--- config.mk ---
export PLATFORM = sky130hd
export DESIGN_NAME = psvm_front
export DESIGN_NICKNAME = d
export VERILOG_FILES = /design/src/rtl/psvm_pkg.sv /design/src/rtl/psvm_front.sv
export SDC_FILE = /design/constraint.sdc
export NUM_CORES = 1
export LEC_CHECK = 0
export ABC_AREA = 1
export BUFFER_PORTS_ARGS = -buffer_cell sky130_fd_sc_hd__buf_4
export CORE_MARGIN = 4
export CORE_UTILIZATION = 40
export DETAILED_ROUTE_END_ITERATION = 8
export PLACE_DENSITY_LB_ADDON = 0.08
export SLEW_MARGIN = 20
export SYNTH_ARGS = -nofsm -noshare
export SYNTH_HDL_FRONTEND = slang
export SYNTH_SLANG_ARGS = --single-unit
--- constraint.sdc ---
create_clock -name clk -period 13.4 [get_ports clk]
set_clock_uncertainty 0.15 [all_clocks]
set_input_delay 0.67 -clock clk [delete_from_list [all_inputs] [get_ports clk]]
set_output_delay 0.67 -clock clk [all_outputs]
set_load 0.01 [all_outputs]
--- src/rtl/psvm_pkg.sv ---
// Shared types and constants of the polyphonic sample voice mixer.
package psvm_pkg;

  localparam logic [2:0] OP_WRITE_WORD = 3'd0;
  localparam logic [2:0] OP_WRITE_DESC = 3'd1;
  localparam logic [2:0] OP_VOICE_ON   = 3'd2;
  localparam logic [2:0] OP_VOICE_OFF  = 3'd3;
  localparam logic [2:0] OP_TICK       = 3'd4;

  localparam logic [1:0] CFG_OUTPUT_CHANNELS = 2'd0;
  localparam logic [1:0] CFG_BLOCK_FRAMES    = 2'd1;
  localparam logic [1:0] CFG_RELEASE_FLOOR   = 2'd2;

  localparam logic [1:0]  RESET_OUTPUT_CHANNELS = 2'd2;
  localparam logic [10:0] RESET_BLOCK_FRAMES    = 11'd64;
  localparam logic [15:0] RESET_RELEASE_FLOOR   = 16'd328;

  localparam logic [15:0] GAIN_ONE = 16'h8000;

  typedef struct packed {
    logic [2:0]         op;
    logic [6:0]         sample_id;
    logic [15:0]        voice_tag;
    logic [15:0]        address;
    logic [16:0]        end_address;
    logic [1:0]         channels;
    logic [19:0]        release_frames;
    logic [15:0]        intensity;
    logic signed [15:0] sample_value;
  } in_item_t;

  typedef struct packed {
    logic signed [15:0] out_left;
    logic signed [15:0] out_right;
    logic [4:0]         voices_busy;
  } out_item_t;

  typedef struct packed {
    logic [1:0]  output_channels;
    logic [10:0] block_frames;
    logic [15:0] release_floor;
  } cfg_t;

  typedef enum logic [2:0] {
    K_NONE,
    K_WORD,
    K_DESC,
    K_ON,
    K_OFF,
    K_TICK
  } cmd_kind_t;

  typedef struct packed {
    cmd_kind_t          kind;
    logic [6:0]         sid;
    logic [15:0]        tag;
    logic [15:0]        address;
    logic [16:0]        end_addr;
    logic [1:0]         chans;
    logic [19:0]        release_len;
    logic [15:0]        gain;
    logic signed [15:0] value;
  } cmd_t;

  typedef struct packed {
    logic [15:0] start;
    logic [16:0] end_addr;
    logic [1:0]  chans;
    logic [19:0] release_len;
  } desc_t;

endpackage

--- src/rtl/psvm_front.sv ---
// Input stage: accept items, classify and clean them, and queue them for the engine.
module psvm_front #(
  parameter int SAMPLE_IDS = 128
) (
  input  logic               clk,
  input  logic               rst,
  input  logic               in_valid,
  output logic               in_ready,
  input  psvm_pkg::in_item_t in_data,
  output logic               head_valid,
  output psvm_pkg::cmd_t     head,
  input  logic               pop
);

  localparam int DEPTH = 4;
  localparam int PW    = $clog2(DEPTH);

  psvm_pkg::cmd_t q [DEPTH];
  logic [PW-1:0]  wp, rp;
  logic [PW:0]    count;
  psvm_pkg::cmd_t cmd;
  logic           sid_ok;
  logic           push;
  logic           take;

  assign sid_ok = {2'b0, in_data.sample_id} < 9'(SAMPLE_IDS);

  always_comb begin
    cmd.sid         = in_data.sample_id;
    cmd.tag         = in_data.voice_tag;
    cmd.address     = in_data.address;
    cmd.end_addr    = in_data.end_address;
    cmd.release_len = in_data.release_frames;
    cmd.value       = in_data.sample_value;
    cmd.gain        = (in_data.intensity > psvm_pkg::GAIN_ONE) ? psvm_pkg::GAIN_ONE
                                                               : in_data.intensity;
    unique case (in_data.channels)
      2'd0:    cmd.chans = 2'd1;
      2'd3:    cmd.chans = 2'd2;
      default: cmd.chans = in_data.channels;
    endcase
    unique case (in_data.op)
      psvm_pkg::OP_WRITE_WORD: cmd.kind = psvm_pkg::K_WORD;
      psvm_pkg::OP_WRITE_DESC: cmd.kind = sid_ok ? psvm_pkg::K_DESC : psvm_pkg::K_NONE;
      psvm_pkg::OP_VOICE_ON:   cmd.kind = sid_ok ? psvm_pkg::K_ON : psvm_pkg::K_NONE;
      psvm_pkg::OP_VOICE_OFF:  cmd.kind = psvm_pkg::K_OFF;
      psvm_pkg::OP_TICK:       cmd.kind = psvm_pkg::K_TICK;
      default:                 cmd.kind = psvm_pkg::K_NONE;
    endcase
  end

  assign in_ready   = count != (PW + 1)'(DEPTH);
  assign head_valid = count != '0;
  assign head       = q[rp];
  assign take       = pop && head_valid;
  assign push       = in_valid && in_ready && cmd.kind != psvm_pkg::K_NONE;

  always_ff @(posedge clk) begin
    if (rst) begin
      wp    <= '0;
      rp    <= '0;
      count <= '0;
    end else begin
      if (push) begin
        q[wp] <= cmd;
        wp    <= wp + 1'b1;
      end
      if (take) begin
        rp <= rp + 1'b1;
      end
      unique case ({push, take})
        2'b10:   count <= count + 1'b1;
        2'b01:   count <= count - 1'b1;
        default: count <= count;
      endcase
    end
  end

endmodule

=== Yosys cells after proc, flatten, opt, wreduce, memory -nomap -nowiden ===
Memory sizes are Yosys's and may differ from the RTL's. A register that Yosys moved wholly into a read port is not among the register bits.
Cells that the tools add are included.

* Multiplexer cells: 9
* Order comparisons: 1
* Add/sub/neg operators: 4
* Reduce and logical (&&, ||, !) cells: 8
* Equal/unequal tests: 8

{| class="wikitable"
|+ Operators by type and width
! kind !! number
|-
| greater-than comparator 16 bit (second input constant) || 1
|-
| two-way mux 16 bit || 1
|-
| one-hot mux 3 bit (5 select lines) || 1
|-
| == test 3 x 2 -> 1 bit (second input constant) || 2
|-
| one-hot mux 3 bit (2 select lines) || 1
|-
| nonzero test 3 bit || 2
|-
| adder 2 x 1 -> 2 bit (second input constant) || 2
|-
| == test 2 bit (second input constant) || 2
|-
| two-way mux 2 bit || 2
|-
| one-hot mux 2 bit (2 select lines) || 1
|-
| adder 3 x 1 -> 3 bit (second input constant) || 1
|-
| == test 3 x 1 -> 1 bit (second input constant) || 1
|-
| == test 3 bit (second input constant) || 1
|-
| logical AND 1 bit || 3
|-
| zero test 3 bit || 1
|-
| two-way mux 1 bit || 3
|-
| != test 3 bit (second input constant) || 1
|-
| subtractor 3 x 1 -> 3 bit (second input constant) || 1
|-
| == test 2 x 1 -> 1 bit (second input constant) || 1
|-
| zero test 2 bit || 1
|-
| nonzero test 2 bit || 1
|}

* Bits of input ports: 117
* Word-level logic and storage cells: 34
* Memories: 1
* Register bits after elaboration: 7
* Bits in writable memories: 452

{| class="wikitable"
|+ Memory list
! name !! depth !! width !! read ports !! clocked after memory_dff !! wr ports !! RTL line !! text
|-
| q || 4 || 113 || 1 || 1 || 1 || psvm_front.sv:18 || <nowiki>psvm_pkg::cmd_t q [DEPTH];</nowiki>
|}

=== Logic depth before layout (Yosys ltp) ===
Gate-level depths: netlist of run 1.

* Depth in word-level cells: 7
* Depth in mapped cells: 12
* Mapped depth without buffers: 12

=== Least setup slack after synthesis of run 1 ===
OpenSTA, ideal clock, no wires.

* Path type: input port to flip-flop
* Start: input port in_data[111] (netlist bit)
* End: memory q[0][0] (netlist bit), enable pin
* Library setup time: 0.749 ns
* Slack: 3.232 ns
* Stages on the path: 5
* Arrival: 9.269 ns
* Cell sequence: inv_1 -> nand2_1 -> nand2_1 -> nand3_1 -> nor3b_1

* Word-level cells in the longest chain between the ends: 7

{| class="wikitable"
|+ RTL lines
! what !! RTL line !! text
|-
| start: declaration || psvm_front.sv:9 || <nowiki>input psvm_pkg::in_item_t in_data,</nowiki>
|-
| == test 3 bit (tied with other cells) || psvm_front.sv:42 || <nowiki>unique case (in_data.op)</nowiki>
|-
| one-hot mux 3 bit (5 select lines) * || psvm_front.sv:42 ||
|-
| nonzero test 3 bit * || psvm_front.sv:56 || <nowiki>assign push = in_valid && in_ready && cmd.kind != psvm_pkg::K_NONE;</nowiki>
|-
| logical AND 1 bit * || psvm_front.sv:56 ||
|-
| two-way mux 1 bit * || psvm_front.sv:64 || <nowiki>if (push) begin</nowiki>
|-
| two-way mux 1 bit * || psvm_front.sv:59 || <nowiki>if (rst) begin</nowiki>
|-
| two-way mux 1 bit (not written as such) * || psvm_front.sv:65 || <nowiki>q[wp] <= cmd;</nowiki>
|-
| end: declaration || psvm_front.sv:18 ||
|}

Every way passes the cells marked *; elsewhere a longest branch is shown, timed or not.

==> results of run 1 <==
## final cells by class
class / count / area, um^2 / area share
multi-input combinational: 650 / 3170 / 0.150
clock buffer: 60 / 1270 / 0.0601
timing repair buffer: 249 / 1870 / 0.0887
clock inverter: 25 / 134 / 0.00635
tap: 585 / 732 / 0.0347
sequential: 461 / 13800 / 0.653
inverter: 37 / 148 / 0.00700
## routing by layer
metal,track usage,wire length [um],vias to the layer above,share of wire
met4,0.0392,718,6,0.017
met5,0,48,-,0.0012
met1,0.223,18000,5156,0.44
met3,0.0510,2760,61,0.067
met2,0.275,19600,246,0.48
li1,-,-,5021,-
## worst register-to-register path: stages, from the launching register on
cell and delay [ns]:
dfxtp_1 0.34, nor2_1 0.07, nand2_1 0.15, nand3_1 0.32, nor3b_2 0.30, buf_4 0.74
buf_4 0.68
## how the worst min path moves through the flow
stage                            start                  to  slack [ns]
floorplan           rp[1]$_SDFFE_PP0P_            register        0.31
global placement    rp[1]$_SDFFE_PP0P_            register        0.35
detailed placement  rp[1]$_SDFFE_PP0P_            register        0.35
CTS                        in_data[59]  q[1][59]$_DFFE_PP_        0.11
global route               in_data[59]  q[1][59]$_DFFE_PP_        0.12
finish                     in_data[59]  q[1][59]$_DFFE_PP_        0.15
## layout by cell type (no fill, tap or decap), types with 8 or more instances in the layout
cell type | netlist | final
o22ai_1 | 113 | 113
clkbuf_16 | 0 | 49
inv_1 | 35 | 35
clkinv_1 | 0 | 16
nor2_1 | 243 | 243
nand2_1 | 21 | 21
clkinv_2 | 0 | 8
buf_4 | 4 | 249
edfxtp_1 | 452 | 452
o21ai_1 | 30 | 30
clkbuf_1 | 39 | 11
a21oi_1 | 21 | 21
o21ai_0 | 200 | 200
## stage by stage
step / cells / area [um^2] / hold WS (ns) / total power [uW]
detailed placement: 1982 / 19700 / 0.346 / 2570
global placement: 1982 / 19700 / 0.349 / 2570
global route: 2067 / 21100 / 0.116 / 3920
floorplan: 1224 / 17500 / 0.309 / 2190
CTS: 2067 / 21100 / 0.110 / 3790
finish: 2067 / 21100 / 0.152 / 3730
## report_power, final
| group | total, uW | switching, uW | internal [uW] | leakage, uW |
|---|---|---|---|---|
| sequential | 1680 | 43.5 | 1640 | 0.00417 |
| combinational | 839 | 509 | 330 | 0.00248 |
| clock | 1210 | 523 | 684 | 0.000688 |
## kinds of logic after synthesis
kind of cell / count (synthesis) / share of synthesized area
simple gates: 278 / 0.0616
compound gates: 364 / 0.112
flops: 461 / 0.786
fa+ha+maj: 8 / 0.00615
buf+inv: 113 / 0.0340
## registers in the layout, indices dropped and copies added, names as in the netlist, named ones only
register	flops
rp	2
count	3
q	452
wp	2
==> impl_metrics.tcl, run 1 <==
set metrics [dict create \
    status "finished, final reports clean" \
    wl_um 41100 \
    drv_cap 0 \
    fmax_mhz 222 \
    clockRootBuffer "clkbuf_16" \
    clock_latency_ns 0.56 \
    ys_ff_latch 461 \
    grt_first_pass_wirelength_um 60800 \
    worst_slew_pin_slew_ns 1.04 \
    cpLargestDelayFamily "buffers and inverters" \
    wire_per_inst_um 19.9 \
    synth_area_um2 17500 \
    drtIter0Drc 582 \
    final_nets 1572 \
    timing.final.ws_setup_ns 8.90 \
    synthFlopType "edfxtp_1" \
    start_util 0.405 \
    worstSetupPathType "register to primary output" \
    power.density_nw_per_um2 177 \
    overflow 0 \
    critical_path.endpoint_type "primary output" \
    ir_drop_mv 0.105 \
    cp_cell_sequence "buf_4, buf_4, o21ai_0, o22ai_1, buf_4" \
    netlist_instances 1224 \
    cts_tree "done" \
    portBuffers 231 \
    r2r_slack_ns 10.23 \
    r2r_cells 6 \
    viasPerCell 5.07 \
    post-cts-setup-buffers 0 \
    p_leak_uw 0.00735 \
    drc 0 \
    cp_slowest_cell "buf_4" \
    syn_to_final_growth_pct 20.5 \
    dp_hpwl_um 22300 \
    drv_slew 0 \
    cp.arrival_ns 3.68 \
    drive_gt1_frac 0.213 \
    vias 10490 \
    avgSynthCellArea_um2 14.3 \
    cp-start-kind "register" \
    ant_nets 0 \
    finalSetupViolations 0 \
    io_pins 232 \
    die_y_um 217 \
    clockBufferDepth 3 \
    clk_pin_slew_ns 0.06 \
    fin_crit_sh 0.336 \
    r2r-end "q[3][65]$_DFFE_PP_" \
    syn-num-nets 1349 \
    antenna_found_initial 3 \
    synth_area_leaders "edfxtp_1 (78%), o21ai_0 (5.7%), nor2_1 (5.2%)" \
    htree_levels 2 \
    crit_required_ns 12.58 \
    hp-class "input pin to register" \
    synth_area_leader_cell "edfxtp_1" \
    dieArea_um2 47200 \
    r2r_start "count[1]$_SDFFE_PP0P_" \
    cp.depth 5 \
    synth_edf_count 452 \
    placementRows 76 \
    diodes 0 \
    finalSetupTns_ns 0 \
    place_congestion 0.715 \
    final_hold_viol_count 0 \
    endpoint "head[82]" \
    core_area_um2 43200 \
    min_delay_path_depth 1 \
    ctsResizeCount 0 \
    grtUsageTotal 0.168 \
    ys_top_cells_by_count "edfxtp_1 (452), nor2_1 (243), o21ai_0 (200)" \
    cp.buffers_inverters 3 \
    ys_types 23 \
    cp_common_cell "buf_4" \
    async_flop_share 0 \
    yosysMostFrequentCell "edfxtp_1" \
    numClockSinks 461 \
    first_global_vias 10091 \
    slowest_delay_ns 0.88 \
    min_period_ns 4.50 \
    filler_cell_count 3870 \
    grt_max_degree 144 \
    die_w_um 217 \
    synth_top_area_frac 0.776 \
    timing.slew.headroom 0.309 \
    cts_hold_buf 0 \
    cts_buffers 48 \
    cp_max_fo 98 \
    drtPass1Iterations 5 \
    rsz0062_at_grt "no" \
    synth-seq-area-share 0.786 \
    dp_slack_ns 9.43 \
    yosys_warnings 0 \
    final_util 0.488 \
]
(Power assumes the default switching activity.)
==> run 2: changes to the inputs <==
Clock period 13.4 ns to 4.6 ns, I/O delays scaled along.
==> run 2 against run 1 <==
  * Die area unchanged
  * Count of clock-buffer cells in the layout up 3
  * Cell area up 6.2%
  * Cell count grew 5.7%
  * Power grew to 3.0 times the previous value
  * Largest power group unchanged
  * Wire length is 2.6% higher
  * Global-route usage increased by 0.65 points
==> impl_metrics.tcl, run 2 (synthesized netlist as in run 1, its figures left out) <==
set metrics [dict create \
    status "finished, final reports clean" \
    clockBufferDepth 3 \
    vias 10972 \
    drv_slew 0 \
    design_area_um2 22400 \
    wl_um 42200 \
    cts_tree "done" \
    place_congestion 0.702 \
    final_hold_viol_count 0 \
    fmax_mhz 288 \
    rsz0062_at_grt "no" \
    clk_pin_slew_ns 0.06 \
    r2r_slack_ns 1.97 \
    top_register "q" \
    die_w_um 217 \
    ctsResizeCount 0 \
    drive_gt1_frac 0.195 \
    p_leak_uw 0.00787 \
    start_util 0.405 \
    grt_max_degree 227 \
    placementRows 76 \
    overflow 0 \
    power_uw 11100 \
    cp.arrival_ns 3.09 \
    dieArea_um2 47200 \
    grt_first_pass_wirelength_um 64200 \
    power.density_nw_per_um2 494 \
    cts_buffers 49 \
    cp-start-kind "register" \
    layout_common_cells "edfxtp_1 (452), nor2_1 (243), buf_4 (239)" \
    clockRootBuffer "clkbuf_16" \
    io_pins 232 \
    final_util 0.518 \
    numClockSinks 461 \
    largestRegisters "q x452, count x3" \
    timing.slew.headroom 0.277 \
    grtUsageTotal 0.174 \
    worstSetupPathType "register to primary output" \
    min_period_ns 3.47 \
    drtIter0Drc 664 \
    worst_slew_pin_slew_ns 1.08 \
    placed_area_um2 19700 \
    ant_nets 0 \
    final_nets 1689 \
    ir_drop_mv 0.346 \
    antenna_found_initial 3 \
    critical_path.endpoint_type "primary output" \
    dp_hpwl_um 22000 \
    viasPerCell 5.02 \
    hp-class "input pin to register" \
    crit_required_ns 4.22 \
    finalSetupViolations 0 \
    drc 0 \
    fin_crit_sh 0.755 \
    die_y_um 217 \
    largest_reg_flops 452 \
    wire_per_inst_um 19.3 \
    core_area_um2 43200 \
    syn_to_final_growth_pct 27.9 \
    cp_max_fo 81 \
    drtPass1Iterations 5 \
    finalSetupTns_ns 0 \
    portBuffers 231 \
    final_common_cell "edfxtp_1" \
    htree_levels 2 \
    drv_cap 0 \
    hold_ws_ns 0.0304 \
    clock_latency_ns 0.56 \
    first_global_vias 10976 \
]
-- run 2: path summary, 6_finish.rpt --
kind                          from            endpoint  cells after the start
min                    in_data[53]  q[2][53]$_DFFE_PP_                      3
max reg2reg  count[1]$_SDFFE_PP0P_  q[3][87]$_DFFE_PP_                      5
max                       register            head[27]                      6
min reg2reg     rp[0]$_SDFFE_PP0P_  rp[0]$_SDFFE_PP0P_                      2
-- run 2: metal layers --
| layer | wire length [um] | GRT usage |
|---|---|---|
| met2 | 20500 | 0.294 |
| met4 | 762 | 0.0392 |
| met3 | 2320 | 0.0408 |
| met5 | 7 | 0 |
| met1 | 18600 | 0.232 |
-- run 2: timing repair --
item                      in CTS  in global routing
setup buffers                  0                  0
hold buffers                 120                  0
hold endpoints to repair     453                  0
-- run 2: layout make-up --
cell class	instances	area, um^2
fill	3690	20800
sequential	461	13800
multi-input combinational	650	3190
timing repair buffer	365	3120
clock buffer	63	1280
tap	585	732
clock inverter	22	154
inverter	37	145
antenna	2	5.00
-- run 2: through the flow --
step / worst slack (ns) / std cells
after floorplan: -1.31 / 1224
after global placement: 1.73 / 1978
after detailed placement: 1.66 / 1978
after CTS: 1.03 / 2183
after global routing: 0.922 / 2184
final: 1.13 / 2185
-- run 2: critical path, cell delays in order (launching register included) --
cell and delay, ns:
dfxtp_4 0.51, clkinv_2 0.29, buf_4 0.84, buf_4 0.36, o21ai_0 0.11, o22ai_1 0.20
buf_4 0.17
-- run 2: report_power, final --
group / switching [uW] / total [uW] / internal (uW) / leakage [uW]
Sequential: 59.0 / 4830 / 4770 / 0.00417
Clock: 1520 / 3580 / 2060 / 0.000693
Combinational: 1600 / 2650 / 1050 / 0.00300
==> run 3: changes to the inputs <==
Clock period 4.6 ns to 3.5 ns, I/O delays scaled along.
==> run 3 against run 2 <==
  * Worst setup slack got worse by 0.43 ns
  * Via count is 0.36% lower
  * Sequential power up 31%
  * Global-route usage decreased by 0.26 points
  * Cell area is 0.40% higher
  * First-iteration DRC count shrank 1.4%
  * Die area unchanged
  * Sequential share of layout area decreased by 0.24 points
  * Cell count up 0.18%
  * Combinational power up 33%
  * Critical path depth decreased by 2
  * Count of clock-buffer cells in the layout rose by 1
  * Critical path type unchanged
  * Highest routed layer is now met4
==> impl_metrics.tcl, run 3 (synthesized netlist as in run 1, its figures left out) <==
set metrics [dict create \
    multiInputGateArea_um2 3210 \
    dp_hpwl_um 21900 \
    cpLargestDelayFamily "buffers and inverters" \
    clock_latency_ns 0.56 \
    largest_reg_flops 452 \
    placed_area_um2 19800 \
    drv_slew 0 \
    post-cts-setup-buffers 0 \
    core_area_um2 43200 \
    placementRows 76 \
    grt_first_pass_wirelength_um 63200 \
    drtIter0Drc 655 \
    portBuffers 231 \
    timing.slew.headroom 0.345 \
    clockBufferDepth 3 \
    io_pins 232 \
    wire_per_inst_um 18.9 \
    layout_common_cells "edfxtp_1 (452), nor2_1 (242), buf_4 (240)" \
    overflow 0 \
    cp.arrival_ns 2.48 \
    drc 0 \
    grtUsageTotal 0.172 \
    cp.buffers_inverters 2 \
    grt_max_degree 227 \
    cts_tree "done" \
    numClockSinks 461 \
    min_period_ns 2.81 \
    worst_slew_pin_slew_ns 0.983 \
    clockRootBuffer "clkbuf_16" \
    antenna_found_initial 1 \
    seqCellArea_um2 13800 \
    hp-class "input pin to register" \
    dieArea_um2 47200 \
    clk_pin_slew_ns 0.06 \
    top_register "q" \
    first_global_vias 10901 \
    crit_required_ns 3.17 \
    drtPass1Iterations 5 \
    p_leak_uw 0.00791 \
    critical_path.endpoint_type "primary output" \
    die_y_um 217 \
    cp_slowest_cell "buf_12" \
    power.density_nw_per_um2 650 \
    cp_cell_sequence "buf_12, o21ai_0, o22ai_1, buf_4" \
    fin_crit_sh 0.802 \
    status "finished, final reports clean" \
    drive_gt1_frac 0.201 \
    drv_cap 0 \
    cts_buffers 49 \
    dp_cells 1981 \
    wl_um 41300 \
    cp_max_fo 226 \
    die_w_um 217 \
    worstSetupPathType "register to primary output" \
    slowest_delay_ns 0.65 \
    final_hold_viol_count 0 \
    final_common_cell "edfxtp_1" \
    fin_cells 2189 \
    design_area_um2 22500 \
    final_nets 1691 \
    vias 10932 \
    syn_to_final_growth_pct 28.4 \
    htree_levels 2 \
    filler_cell_count 3751 \
    rsz0062_at_grt "no" \
    viasPerCell 4.99 \
    place_congestion 0.702 \
    largestRegisters "q x452, count x3" \
    start_util 0.405 \
    finalSetupViolations 0 \
    fmax_mhz 356 \
    cp-start-kind "register" \
    ir_drop_mv 0.425 \
    ant_nets 0 \
]
run 3: cell types whose count changed in the layout (fill, tap and decap cells not counted), moves of 2 or more:
cell,change
buf_12,+2
dfxtp_2,+2
clkinv_2,+2
dfxtp_1,-2
run 3: power breakdown:
group          leakage [uW]  internal (uW)  switching, uW
logic               0.00303           1390           2130
registers           0.00417           6270           55.4
clock network      0.000712           2790           1990
total               0.00791          10400           4170
run 3: path summary, 6_finish.rpt:
kind                         start                     to  slack, ns  cells after the start
max reg2reg  count[0]$_SDFFE_PP0P_  count[2]$_SDFFE_PP0P_       1.35                     11
max                       register               head[53]       0.69                      4
min                   in_data[111]    q[1][111]$_DFFE_PP_       0.04                      3
min reg2reg  count[0]$_SDFFE_PP0P_  count[0]$_SDFFE_PP0P_       0.39                      2
run 3: routing by layer:
| layer | wire length (um) | global-route usage | up-vias |
|---|---|---|---|
| met2 | 20000 | 0.289 | 230 |
| met4 | 794 | 0.0447 | 0 |
| li1 | - | - | 5266 |
| met1 | 18400 | 0.232 | 5381 |
| met5 | 0 | 0 | - |
| met3 | 2040 | 0.0320 | 55 |
run 3: tightest hold or removal path: stages:
cell and delay, ns:
buf_4 0.10, nand2_1 0.04, and3_1 0.23
run 3: final cells by class:
cell class | count | share of cell area
Clock inverter | 24 | 0.00824
Timing Repair Buffer | 367 | 0.140
Inverter | 37 | 0.00646
Clock buffer | 64 | 0.0571
Multi-Input combinational cell | 650 | 0.143
Tap cell | 585 | 0.0326
Antenna cell | 1 | 0.000111
Sequential cell | 461 | 0.612
run 3: timing repair:
item                                   CTS  global route
hold buffers                           119             0
resized for setup                        0             0
endpoints found under the hold margin  460             0
run 3: stage by stage:
stage / hold slack (ns) / power, uW / util / setup WS [ns] / TNS (ns)
detailed placement: 0.230 / 9920 / 0.459 / 1.26 / 0
global placement: 0.229 / 9890 / 0.459 / 1.31 / 0
global route: 0.0418 / 15400 / 0.521 / 0.511 / 0
CTS: 0.00349 / 14800 / 0.521 / 0.650 / 0
finish: 0.0370 / 14600 / 0.521 / 0.695 / 0
floorplan: 0.103 / 8360 / - / -0.690 / -296.84
